### config.mk
export PLATFORM = sky130hd
export DESIGN_NAME = selective_repeat_window_top_flat
export DESIGN_NICKNAME = d
export VERILOG_FILES = /design/src/hw/rtl/srw_pkg.sv /design/src/hw/rtl/srw_in_if.sv /design/src/hw/rtl/srw_out_if.sv /design/src/hw/rtl/srw_ctrl.sv /design/src/hw/rtl/srw_dp.sv /design/src/hw/rtl/selective_repeat_window_top.sv /design/src/flat_wrapper.sv
export SDC_FILE = /design/constraint.sdc
export NUM_CORES = 1
export LEC_CHECK = 0
export ABC_AREA = 1
export BUFFER_PORTS_ARGS = -buffer_cell sky130_fd_sc_hd__buf_4
export CAP_MARGIN = 30
export CORE_ASPECT_RATIO = 0.6
export CORE_MARGIN = 2
export CORE_UTILIZATION = 30
export CTS_CLUSTER_SIZE = 14
export DETAILED_ROUTE_END_ITERATION = 8
export PLACE_DENSITY = 0.56
export SYNTH_ARGS = -nofsm -noshare
export SYNTH_HDL_FRONTEND = slang
export SYNTH_HIERARCHICAL = 1
export SYNTH_SLANG_ARGS = --single-unit
### constraint.sdc
create_clock -name i_clk -period 3.8 [get_ports i_clk]
set_clock_uncertainty 0.1 [all_clocks]
set_input_delay 0.19 -clock i_clk [delete_from_list [all_inputs] [get_ports i_clk]]
set_output_delay 0.19 -clock i_clk [all_outputs]
set_load 0.01 [all_outputs]
### src/hw/rtl/srw_pkg.sv
// ----------------------------------------------------------------------------
// srw_pkg
// Shared types and codes for the selective-repeat window block.
// ----------------------------------------------------------------------------
package srw_pkg;

    localparam int unsigned SEQ_W     = 5;
    localparam int unsigned OUTC_W    = 32;
    localparam int unsigned SLOT_W    = 4;

    localparam logic [2:0] SEQ_BITS_MIN   = 3'd1;
    localparam logic [2:0] SEQ_BITS_MAX   = 3'd5;
    localparam logic [2:0] SEQ_BITS_RESET = 3'd3;

    // channel outcome per slot
    localparam logic [1:0] OC_ACK_OK   = 2'd0;
    localparam logic [1:0] OC_ACK_LOST = 2'd1;
    localparam logic [1:0] OC_DAMAGED  = 2'd2;
    localparam logic [1:0] OC_LOST     = 2'd3;

    typedef enum logic [2:0] {
        EV_NEW_OK   = 3'd0,
        EV_NEW_LOST = 3'd1,
        EV_DUP_OK   = 3'd2,
        EV_DUP_LOST = 3'd3,
        EV_NAK      = 3'd4,
        EV_LOST     = 3'd5
    } t_event;

    typedef enum logic [2:0] {
        S_IDLE  = 3'b001,
        S_SCAN  = 3'b010,
        S_SLIDE = 3'b100
    } t_state;

    // controller -> datapath
    typedef struct packed {
        logic load;
        logic step;
        logic shift;
    } t_cmd;

    // datapath -> controller
    typedef struct packed {
        logic stall;
        logic idx_last;
        logic head_acked;
    } t_sts;

endpackage

### src/hw/rtl/srw_in_if.sv
// ----------------------------------------------------------------------------
// srw_in_if
// Input channel: one round of channel outcomes per transfer.
// ----------------------------------------------------------------------------
interface srw_in_if;
    logic        valid;
    logic        ready;
    logic [31:0] slot_outcomes;

    modport source (output valid, output slot_outcomes, input ready);
    modport sink   (input valid, input slot_outcomes, output ready);
endinterface

### src/hw/rtl/srw_out_if.sv
// ----------------------------------------------------------------------------
// srw_out_if
// Output channel: one transmitted frame per transfer.
// ----------------------------------------------------------------------------
interface srw_out_if;
    logic       valid;
    logic       ready;
    logic [3:0] slot_index;
    logic [4:0] seq_number;
    logic [2:0] event_res;
    logic       last;

    modport source (output valid, output slot_index, output seq_number,
                    output event_res, output last, input ready);
    modport sink   (input valid, input slot_index, input seq_number,
                    input event_res, input last, output ready);
endinterface

### src/hw/rtl/srw_ctrl.sv
// ----------------------------------------------------------------------------
// srw_ctrl
// Round sequencer: accept, walk the slots, slide the window.
// ----------------------------------------------------------------------------
module srw_ctrl (
    input  logic           i_clk,
    input  logic           i_rst_n,
    input  logic           i_in_valid,
    output logic           o_in_ready,
    input  srw_pkg::t_sts  i_sts,
    output srw_pkg::t_cmd  o_cmd
);

    srw_pkg::t_state r_state;
    srw_pkg::t_state n_state;

    always_comb begin
        n_state     = r_state;
        o_cmd       = '0;
        o_in_ready  = 1'b0;
        case (r_state)
            srw_pkg::S_IDLE: begin
                o_in_ready = 1'b1;
                if (i_in_valid) begin
                    o_cmd.load = 1'b1;
                    n_state    = srw_pkg::S_SCAN;
                end
            end
            srw_pkg::S_SCAN: begin
                if (!i_sts.stall) begin
                    o_cmd.step = 1'b1;
                    if (i_sts.idx_last) begin
                        n_state = srw_pkg::S_SLIDE;
                    end
                end
            end
            srw_pkg::S_SLIDE: begin
                if (i_sts.head_acked) begin
                    o_cmd.shift = 1'b1;
                end else begin
                    n_state = srw_pkg::S_IDLE;
                end
            end
            default: begin
                n_state = srw_pkg::S_IDLE;
            end
        endcase
    end

    always_ff @(posedge i_clk) begin
        if (!i_rst_n) begin
            r_state <= srw_pkg::S_IDLE;
        end else begin
            r_state <= n_state;
        end
    end

endmodule

### src/hw/rtl/srw_dp.sv
// ----------------------------------------------------------------------------
// srw_dp
// Window storage, receiver match, slide shifter and output register.
// ----------------------------------------------------------------------------
module srw_dp #(
    parameter int MAX_WINDOW = 16
) (
    input  logic                    i_clk,
    input  logic                    i_rst_n,
    input  logic                    i_cfg_we,
    input  logic [2:0]              i_cfg_data,
    input  logic [31:0]             i_outcomes,
    input  srw_pkg::t_cmd           i_cmd,
    output srw_pkg::t_sts           o_sts,
    input  logic                    i_out_ready,
    output logic                    o_out_valid,
    output logic [3:0]              o_slot_index,
    output logic [4:0]              o_seq_number,
    output logic [2:0]              o_event_res,
    output logic                    o_last
);

    localparam int IW = (MAX_WINDOW > 1) ? $clog2(MAX_WINDOW) : 1;
    localparam int CW = $clog2(MAX_WINDOW + 1);

    function automatic logic [CW-1:0] f_window(input logic [2:0] sb);
        logic [4:0] pow;
        pow = 5'd1 << (sb - 3'd1);
        return (MAX_WINDOW < int'(pow)) ? CW'(MAX_WINDOW) : CW'(pow);
    endfunction

    function automatic logic [4:0] f_mask(input logic [2:0] sb);
        return 5'((6'd1 << sb) - 6'd1);
    endfunction

    logic [2:0]              r_seq_bits;
    logic [4:0]              r_tx_seq [MAX_WINDOW];
    logic [4:0]              r_rx_exp [MAX_WINDOW];
    logic [MAX_WINDOW-1:0]   r_acked;
    logic [4:0]              r_tx_next;
    logic [4:0]              r_rx_next;
    logic [31:0]             r_outc;
    logic [IW-1:0]           r_idx;
    logic                    r_out_valid;
    logic [3:0]              r_o_slot;
    logic [4:0]              r_o_seq;
    logic [2:0]              r_o_ev;
    logic                    r_o_last;

    logic [2:0]              init_sb;
    logic [4:0]              init_mask;
    logic [4:0]              init_next;
    logic [4:0]              mask;
    logic [CW-1:0]           win;
    logic [4:0]              cur_seq;
    logic                    cur_pending;
    logic [1:0]              cur_oc;
    logic [MAX_WINDOW-1:0]   match;
    logic [MAX_WINDOW-1:0]   first;
    logic [MAX_WINDOW-1:0]   later;
    logic                    found;
    logic                    is_last;
    srw_pkg::t_event         ev;
    logic [4:0]              tx_up  [MAX_WINDOW];
    logic [MAX_WINDOW-1:0]   ack_up;

    // clamp of the written size; reset picks the default
    always_comb begin
        if (!i_rst_n) begin
            init_sb = srw_pkg::SEQ_BITS_RESET;
        end else if (i_cfg_data < srw_pkg::SEQ_BITS_MIN) begin
            init_sb = srw_pkg::SEQ_BITS_MIN;
        end else if (i_cfg_data > srw_pkg::SEQ_BITS_MAX) begin
            init_sb = srw_pkg::SEQ_BITS_MAX;
        end else begin
            init_sb = i_cfg_data;
        end
    end

    assign init_mask = f_mask(init_sb);
    assign init_next = 5'(f_window(init_sb)) & init_mask;
    assign mask      = f_mask(r_seq_bits);
    assign win       = f_window(r_seq_bits);

    assign cur_seq     = r_tx_seq[r_idx];
    assign cur_pending = !r_acked[r_idx];
    assign cur_oc      = r_outc[{4'(r_idx), 1'b0} +: 2];

    always_comb begin
        for (int j = 0; j < MAX_WINDOW; j++) begin
            match[j] = (j < int'(win)) && (r_rx_exp[j] == cur_seq);
            later[j] = (j > int'(r_idx)) && (j < int'(win)) && !r_acked[j];
        end
    end

    // lowest matching receiver slot, one-hot
    assign first   = match & (~match + MAX_WINDOW'(1));
    assign found   = |match;
    assign is_last = ~|later;

    always_comb begin
        case (cur_oc)
            srw_pkg::OC_ACK_OK:   ev = found ? srw_pkg::EV_NEW_OK   : srw_pkg::EV_DUP_OK;
            srw_pkg::OC_ACK_LOST: ev = found ? srw_pkg::EV_NEW_LOST : srw_pkg::EV_DUP_LOST;
            srw_pkg::OC_DAMAGED:  ev = srw_pkg::EV_NAK;
            default:              ev = srw_pkg::EV_LOST;
        endcase
    end

    // neighbour taps for the one-place slide
    for (genvar k = 0; k < MAX_WINDOW; k++) begin : g_up
        if (k < MAX_WINDOW - 1) begin : g_mid
            assign tx_up[k]  = r_tx_seq[k+1];
            assign ack_up[k] = r_acked[k+1];
        end else begin : g_top
            assign tx_up[k]  = r_tx_seq[k];
            assign ack_up[k] = r_acked[k];
        end
    end

    always_ff @(posedge i_clk) begin
        if (!i_rst_n || i_cfg_we) begin
            r_seq_bits <= init_sb;
            for (int i = 0; i < MAX_WINDOW; i++) begin
                r_tx_seq[i] <= 5'(i) & init_mask;
                r_rx_exp[i] <= 5'(i) & init_mask;
                r_acked[i]  <= 1'b0;
            end
            r_tx_next <= init_next;
            r_rx_next <= init_next;
        end else begin
            if (i_cmd.load) begin
                r_outc <= i_outcomes;
                r_idx  <= '0;
            end
            if (i_cmd.step) begin
                r_idx <= r_idx + IW'(1);
                if (cur_pending) begin
                    if (cur_oc == srw_pkg::OC_ACK_OK || cur_oc == srw_pkg::OC_ACK_LOST) begin
                        if (found) begin
                            for (int j = 0; j < MAX_WINDOW; j++) begin
                                if (first[j]) begin
                                    r_rx_exp[j] <= r_rx_next;
                                end
                            end
                            r_rx_next <= (r_rx_next + 5'd1) & mask;
                        end
                        r_acked[r_idx] <= (cur_oc == srw_pkg::OC_ACK_OK);
                    end
                    r_o_slot <= 4'(r_idx);
                    r_o_seq  <= cur_seq;
                    r_o_ev   <= ev;
                    r_o_last <= is_last;
                end
            end
            if (i_cmd.shift) begin
                for (int k = 0; k < MAX_WINDOW; k++) begin
                    if ((k + 1) < int'(win)) begin
                        r_tx_seq[k] <= tx_up[k];
                        r_acked[k]  <= ack_up[k];
                    end else if ((k + 1) == int'(win)) begin
                        r_tx_seq[k] <= r_tx_next;
                        r_acked[k]  <= 1'b0;
                    end
                end
                r_tx_next <= (r_tx_next + 5'd1) & mask;
            end
        end
    end

    always_ff @(posedge i_clk) begin
        if (!i_rst_n) begin
            r_out_valid <= 1'b0;
        end else if (i_cmd.step && cur_pending) begin
            r_out_valid <= 1'b1;
        end else if (i_out_ready) begin
            r_out_valid <= 1'b0;
        end
    end

    assign o_sts.stall      = cur_pending && r_out_valid && !i_out_ready;
    assign o_sts.idx_last   = (CW'(r_idx) + CW'(1)) == win;
    assign o_sts.head_acked = r_acked[0];

    assign o_out_valid  = r_out_valid;
    assign o_slot_index = r_o_slot;
    assign o_seq_number = r_o_seq;
    assign o_event_res  = r_o_ev;
    assign o_last       = r_o_last;

endmodule

### src/hw/rtl/selective_repeat_window_top.sv
// ----------------------------------------------------------------------------
// selective_repeat_window_top: selective-repeat ARQ window, one round per input
// Round of window w: scan steps through the w slots (held while the output
// register is held), then slide drops each acknowledged head slot, then idle.
// A new input is taken only once the round has returned to idle.
// Sync reset: seq_bits 3, window 4; a seq_bits write reinitialises the windows.
// ----------------------------------------------------------------------------
module selective_repeat_window_top #(
    parameter int MAX_WINDOW = 16
) (
    input  logic         i_clk,
    input  logic         i_rst_n,
    input  logic         i_cfg_we,
    input  logic [2:0]   i_cfg_data,
    srw_in_if.sink       i_in,
    srw_out_if.source    o_out
);

    // command and status between sequencer and datapath
    srw_pkg::t_cmd cmd;
    srw_pkg::t_sts sts;
    logic          in_ready;

    // Sequencer: idle takes one transfer, scan walks the slots one per cycle
    // (held while a pending slot's result cannot enter the output register),
    // slide drops one acknowledged head slot per cycle.
    srw_ctrl u_ctrl (
        .i_clk      (i_clk),
        .i_rst_n    (i_rst_n),
        .i_in_valid (i_in.valid),
        .o_in_ready (in_ready),
        .i_sts      (sts),
        .o_cmd      (cmd)
    );

    // Datapath: sender and receiver windows in flops, a parallel match over
    // the receiver window, and the output register that parts the two sides.
    srw_dp #(
        .MAX_WINDOW (MAX_WINDOW)
    ) u_dp (
        .i_clk        (i_clk),
        .i_rst_n      (i_rst_n),
        .i_cfg_we     (i_cfg_we),
        .i_cfg_data   (i_cfg_data),
        .i_outcomes   (i_in.slot_outcomes),
        .i_cmd        (cmd),
        .o_sts        (sts),
        .i_out_ready  (o_out.ready),
        .o_out_valid  (o_out.valid),
        .o_slot_index (o_out.slot_index),
        .o_seq_number (o_out.seq_number),
        .o_event_res  (o_out.event_res),
        .o_last       (o_out.last)
    );

    assign i_in.ready = in_ready;

    // an input transfer starts a round, so no second one follows at once
    a_one_round: assert property (@(posedge i_clk) disable iff (!i_rst_n)
        (i_in.valid && i_in.ready) |=> !i_in.ready)
        else $error("input taken twice in a row");

    // a result is only produced while a round is under way
    a_result_in_round: assert property (@(posedge i_clk) disable iff (!i_rst_n)
        $rose(o_out.valid) |-> $past(!i_in.ready))
        else $error("result raised outside a round");

endmodule
### src/flat_wrapper.sv
// flat-port wrapper written by rule: the top's interface ports become plain ports
module selective_repeat_window_top_flat 
#(
    parameter int MAX_WINDOW = 16
)
  (i_clk, i_rst_n, i_cfg_we, i_cfg_data, i_in_valid, i_in_slot_outcomes, i_in_ready, o_out_valid, o_out_slot_index, o_out_seq_number, o_out_event_res, o_out_last, o_out_ready);
  srw_in_if i_in_i ();
  srw_out_if o_out_i ();
  input  logic i_clk;
  input  logic i_rst_n;
  input  logic i_cfg_we;
  input  logic [2:0] i_cfg_data;
  input wire logic [$bits(i_in_i.valid)-1:0] i_in_valid;
  input wire logic [$bits(i_in_i.slot_outcomes)-1:0] i_in_slot_outcomes;
  output wire logic [$bits(i_in_i.ready)-1:0] i_in_ready;
  output wire logic [$bits(o_out_i.valid)-1:0] o_out_valid;
  output wire logic [$bits(o_out_i.slot_index)-1:0] o_out_slot_index;
  output wire logic [$bits(o_out_i.seq_number)-1:0] o_out_seq_number;
  output wire logic [$bits(o_out_i.event_res)-1:0] o_out_event_res;
  output wire logic [$bits(o_out_i.last)-1:0] o_out_last;
  input wire logic [$bits(o_out_i.ready)-1:0] o_out_ready;
  assign i_in_i.valid = i_in_valid;
  assign i_in_i.slot_outcomes = i_in_slot_outcomes;
  assign i_in_ready = i_in_i.ready;
  assign o_out_valid = o_out_i.valid;
  assign o_out_slot_index = o_out_i.slot_index;
  assign o_out_seq_number = o_out_i.seq_number;
  assign o_out_event_res = o_out_i.event_res;
  assign o_out_last = o_out_i.last;
  assign o_out_i.ready = o_out_ready;
  selective_repeat_window_top #(.MAX_WINDOW(MAX_WINDOW)) u_core (.i_clk(i_clk), .i_rst_n(i_rst_n), .i_cfg_we(i_cfg_we), .i_cfg_data(i_cfg_data), .i_in(i_in_i), .o_out(o_out_i));
endmodule
== After elaboration in Yosys (flattened, before gate mapping) ==
Memory sizes are Yosys's and may differ from the RTL's. A register that Yosys moved wholly into a read port is not among the register bits.
Cells that the tools add are included.

* Bits in registers: 82
* Bits in writable memories: 160
* Output and inout bits: 15
* Memories: 2

* $add $sub $neg: 9
* Order comparisons: 38
* Equal/unequal tests: 44
* Shift-type cells: 5
* Muxes and demuxes: 379
* Bitwise gates (word level): 55
* Reduce and logical (&&, ||, !) cells: 85

{| class="wikitable"
|+ Memories
! memory !! words !! bits a word !! rd ports !! clocked after Yosys merged registers in !! wr ports !! RTL line !! text
|-
| u_core.u_dp.r_rx_exp || 16 || 5 || 16 || 0 || 16 || srw_dp.sv:38 || <nowiki>logic [4:0] r_rx_exp [MAX_WINDOW];</nowiki>
|-
| u_core.u_dp.r_tx_seq || 16 || 5 || 16 || 1 || 16 || srw_dp.sv:37 || <nowiki>logic [4:0] r_tx_seq [MAX_WINDOW];</nowiki>
|}

{| class="wikitable"
|+ Operator list
! kind !! count
|-
| $mux 1 || 301
|-
| $mux 5 || 57
|-
| $eq 5x5->1 || 17
|-
| $mux 16 || 4
|-
| $logic_and 1x1->1 || 50
|-
| $or 1x1->1 || 48
|-
| $eq 5x5->1 const A || 9
|-
| $lt 4x5->1 const A || 8
|-
| $gt 4x4->1 const A || 8
|-
| $shiftx 32x6->2 || 1
|-
| $mux 3 || 7
|-
| $eq 4x5->1 const A || 4
|-
| $lt 3x5->1 const A || 4
|-
| $shl 1x3->5 const A || 4
|-
| $logic_not 1->1 || 19
|-
| $pmux 3 s3 || 2
|-
| $add 16x1->16 const B || 1
|-
| $and 16x16->16 || 1
|-
| $bwmux 16 || 1
|-
| $gt 3x4->1 const A || 4
|-
| $not 16->16 || 1
|-
| $reduce_or 16->1 || 1
|-
| $and 5x5->5 || 3
|-
| $lt 5x5->1 const A || 3
|-
| other kinds (34) || 57
|}

== Logic depth before layout (Yosys ltp) ==
* Word-level depth: 17
* Depth in mapped cells: 21

== By module ==
The synthesis kept the hierarchy.

{| class="wikitable"
|+ Modules (own cells, without submodules)
! module !! instances !! cells each !! area an instance (um^2) !! sequential area each (um^2)
|-
| srw_dp || 1 || 1677 || 13753.2 || 7086.8
|-
| srw_ctrl || 1 || 28 || 173.9 || 60.1
|}

== Worst setup path before layout ==
No wires, ideal clock.

* Kind: register to register
* Start point: register u_core.u_dp.r_idx[1]
* End point: memory u_core.u_dp.r_rx_exp[14][0] (netlist: u_core/u_dp/r_rx_exp[1][30]), enable pin
* Data arrival time: 2.627 ns
* Required time: 3.326 ns
* Path slack: 0.699 ns
* Cell stages (with the launch flop): 18
* Path buffers: 2
* Period minus slack after synthesis: 3.101 ns
* Cells stage by stage: edfxtp_1 buf_2 nor2_1 o21ai_0 a21oi_1 nor3_1 nand2_1 nand2_1 inv_1 nor2_1 nor2_1 nand2_1 nor2_2 buf_2 nand2_1 nor3_1 nand2_1 o21ai_0

{| class="wikitable"
|+ RTL lines
! what !! RTL line !! text
|-
| start: declaration || srw_dp.sv:43 || <nowiki>logic [IW-1:0] r_idx;</nowiki>
|-
| start signal: assignment || srw_dp.sv:137 || <nowiki>r_idx <= r_idx + IW'(1);</nowiki>
|-
| end: declaration || srw_dp.sv:38 ||
|}

==> reports/results.tsv <==
stage	metric	value	unit
outcome	status	finished clean	
critical_path	rr_endpoint	u_core/u_dp/r_rx_exp[0][1]	
detailed_routing	vias	12300	
critical_path	crit_path_max_incr_delay	0.44	ns
critical_path	reg2reg_slack	0.26	ns
clock_network	htree_levels	1	
detailed_routing	drcViolationCount	0	
floorplanning	dieArea	0.0482	mm^2
power	seq_power_share	0.451	
synthesis	yosysMostFrequentCell	nand2_1	
critical_path	critical_path.top_delay_family	simple AND/OR/NAND/NOR gates	
critical_path	path_cells	nor2_1 -> ha_1 -> o21ai_4 -> inv_2 -> nor2_4 -> nand2_1 -> nor2_1 -> nand3_1 -> nand2_1 -> nor2_2 -> nand2_2 -> nor2_4 -> nor2_4 -> nand2_4 -> nand2_1	
critical_path	r2r-start	u_core/u_dp/r_seq_bits[0]	
synthesis	ys_seq_area_frac	0.513	
worst_hold_path	hold_path_class	in -> reg	
cells_and_area	syn_to_final_growth	18.5	%
synthesis	yosysWarnings	6	
timing	fin_crit	3.54	ns
placement	hpwl	35100	um
floorplanning	ios	55	
global_route	grt_max_degree	64	
placement	port_buffers	54	
critical_path	cp_slowest_cell	edfxtp_1	
critical_path	crit_end	u_core/u_dp/r_rx_exp[0][1]	
synthesis	synth_area	0.0139	mm^2
timing	tightestPinTransition	0.972	ns
synthesis	synth-adder-area-share	0.00898	
synthesis	syn_inst	1705	
power	switchingPower	0.00204	W
global_route	grt_pass1_wl	70900	um
detailed_routing	vias_per_cell	5.00	
power	clockPowerShare	0.387	
synthesis	synth_top_family_by_area	simple AND/OR/NAND/NOR gates	
synthesis	muxShareOfSynthArea	0	
floorplanning	fp-row-count	61	
synthesis	yosys.area_share.simple	0.298	
global_route	gr-total-overflow	0	
global_route	antenna_found_initial	1	
timing	finalCritPeriodShare	0.932	
critical_path	critical_path_buf_inv_count	1	
placement	routabilityCongestion	0.978	
synthesis	async_flop_share	0	
synthesis	synth_top_cell_by_area	edfxtp_1	
critical_path	worst-setup-path-type	reg -> reg	
power	p_int	0.00512	W
clock_network	cts.sinks	246	
floorplanning	die_w	282	um
synthesis	yosysTopAreaCellShare	0.479	
synthesis	synth_nets	1755	
cells_and_area	fin_util	0.358	
power	vdd_drop_max	0.316	mV
timing	hold_viol_final	0	
detailed_routing	drt_iter0_markers	1720	
synthesis	synth.area.top_cells	edfxtp_1 48%, nand2_1 12%, inv_1 6.5%, nand3_1 6.4%, nor2_1 6.0%	
power	switching_share	0.285	
clock_network	clock_path_buffers	3	
synthesis	syn_area_per_cell	8.17	um^2
cells_and_area	final_nets	1863	
critical_path	cp-start-kind	flip-flop	
placement	dp_cells	2377	
synthesis	synth_top_flop_cell	edfxtp_1	
timing	slew_viol_final	0	
synthesis	yosysUniqueCellTypes	49	
power	p_per_area	433	mW/mm^2
cells_and_area	antenna_cells	0	
clock_network	cts_tree	done	
timing	setup_viol	0	
timing	rsz0062_at_grt	no	
floorplanning	core_area	0.0461	mm^2
critical_path	path_depth	15	
timing	tns	0	ns
cells_and_area	n_fill_cell	4777	
critical_path	required	3.94	ns
critical_path	cp-end-kind	flip-flop	
detailed_routing	ant_nets	0	
clock_network	cts_root_buf	clkbuf_16	
critical_path	path_max_fanout	10	
floorplanning	start_util	0.302	
floorplanning	die_h	171	um
global_route	grtUsageTotal	0.196	
detailed_routing	firstDrtPassIters	6	
detailed_routing	wirelength	47100	um
synthesis	yosys-top-cells-count	428 x nand2_1, 243 x inv_1, 222 x edfxtp_1	
synthesis	synth_compound_area_frac	0.0768	
clock_network	path_clk_slew	0.07	ns
synthesis	synth_edf_count	222	
clock_network	clk_latency	0.56	ns
global_route	grt_pass1_vias	11300	
power	power_frac_comb	0.161	
detailed_routing	wl_per_cell	19.1	um
timing	fmax	0.282	GHz
synthesis	synth-seq-cells	246	
timing	maxSlewHeadroom	0.345	
clock_network	numCtsBuffers	26	
critical_path	r2r_cells	15	
critical_path	startpoint	u_core/u_dp/r_seq_bits[0]	
cells_and_area	drive_gt1_frac	0.129	
synthesis	synthXorXnorAreaFrac	0.00566	
power	p_leak	7.06	nW
critical_path	arrival	3.68	ns
flow_run	maxCapViolCount	0	
cells_and_area	fin_cells	2463	
==> how the worst min path moves through the flow <==
stage                                end  slack (ns)  depth (start not counted)                    from
6_report       u_core/u_dp/r_seq_bits[1]        0.02                          4           i_cfg_data[2]
3_3_place_gp       u_core/u_dp/r_outc[5]        0.27                          1   i_in_slot_outcomes[5]
4_1_cts        u_core/u_dp/r_seq_bits[1]       0.005                          4           i_cfg_data[2]
5_1_grt        u_core/u_dp/r_seq_bits[1]        0.06                          4           i_cfg_data[2]
3_5_place_dp      u_core/u_dp/r_outc[29]        0.27                          1  i_in_slot_outcomes[29]
2_1_floorplan   u_core/u_ctrl/r_state[0]        0.17                          1                 i_rst_n
==> what timing repair did <==
action,4_1_cts,5_1_grt
endpoints found under the hold margin,37,0
setup buffers,0,1
setup endpoints to repair,0,43
resized for setup,0,7
hold buffers,37,0
==> worst min-delay path: cells and delay by family <==
kind | cells | cell delay (ns)
and+or+nand+nor | 3 | 0.24
buffers and inverters | 1 | 0.13
==> cell type report <==
type | instances | area [um^2] | share of cell area
Sequential cell | 246 | 7150 | 0.433
Multi-Input combinational cell | 1132 | 5450 | 0.330
Timing Repair Buffer | 140 | 1180 | 0.0716
Inverter | 267 | 1000 | 0.0609
Tap cell | 630 | 788 | 0.0478
Clock buffer | 36 | 782 | 0.0474
Clock inverter | 12 | 146 | 0.00887
==> power by group through the flow <==
| stage | Clock [W] | Combinational (W) | Sequential, W |
|---|---|---|---|
| CTS | 0.00283 | 0.00112 | 0.00322 |
| global placement | 0 | 0.00108 | 0.00328 |
| detailed placement | 0 | 0.00109 | 0.00327 |
| floorplan | 0 | 0.000726 | 0.00322 |
| global route | 0.00294 | 0.00127 | 0.00323 |
| finish | 0.00277 | 0.00115 | 0.00323 |
==> state kept, by name (all words and copies together) (netlist names), 5 cells and up, named ones only <==
signal and count:
u_core/u_dp/r_tx_seq 80, u_core/u_dp/r_acked 16, u_core/u_dp/r_outc 32, u_core/u_dp/r_rx_next 5, u_core/u_dp/r_tx_next 5, u_core/u_dp/r_rx_exp 80, u_core/u_dp/o_seq_number 5
==> cells by family after synthesis <==
family / count (synthesis)
and+or+nand+nor: 927
buffers and inverters: 327
DFF: 246
adders and majority gates: 10
AOI/OAI and AO/OA: 185
xor gates and xnor gates: 9
other: 1
==> layout by cell type, fill, tap and decap left out, types with 17 or more instances in the layout <==
| cell type | n |
|---|---|
| dfxtp_1 | 24 |
| nand2_1 | 428 |
| a21oi_1 | 37 |
| clkbuf_16 | 29 |
| nand3_1 | 179 |
| edfxtp_1 | 222 |
| inv_1 | 242 |
| nand4_1 | 17 |
| buf_4 | 100 |
| nor2_1 | 219 |
| dlygate4sd3_1 | 37 |
| o21ai_0 | 81 |
| inv_2 | 20 |
==> per-layer routing <==
| metal | vias up | wire, um | share of wire | track usage |
|---|---|---|---|---|
| met4 | 0 | 879 | 0.019 | 0.0357 |
| met3 | 54 | 6290 | 0.13 | 0.0602 |
| li1 | 5799 | - | - | - |
| met5 | - | 0 | 0 | 0 |
| met2 | 669 | 16500 | 0.35 | 0.238 |
| met1 | 5786 | 23400 | 0.50 | 0.325 |
==> per-stage QoR <==
stage | worst slack (ns) | cell area, um^2 | power, W | hold WS (ns)
after floorplan | 0.699 | 13900 | 0.00394 | 0.174
after global placement | 0.195 | 15200 | 0.00436 | 0.268
after detailed placement | 0.128 | 15200 | 0.00436 | 0.269
after CTS | 0.0866 | 16500 | 0.00717 | 0.00541
after global routing | 0.00236 | 16500 | 0.00744 | 0.0630
final | 0.257 | 16500 | 0.00715 | 0.0233
Note: power is estimated with default switching activity, not from simulation.
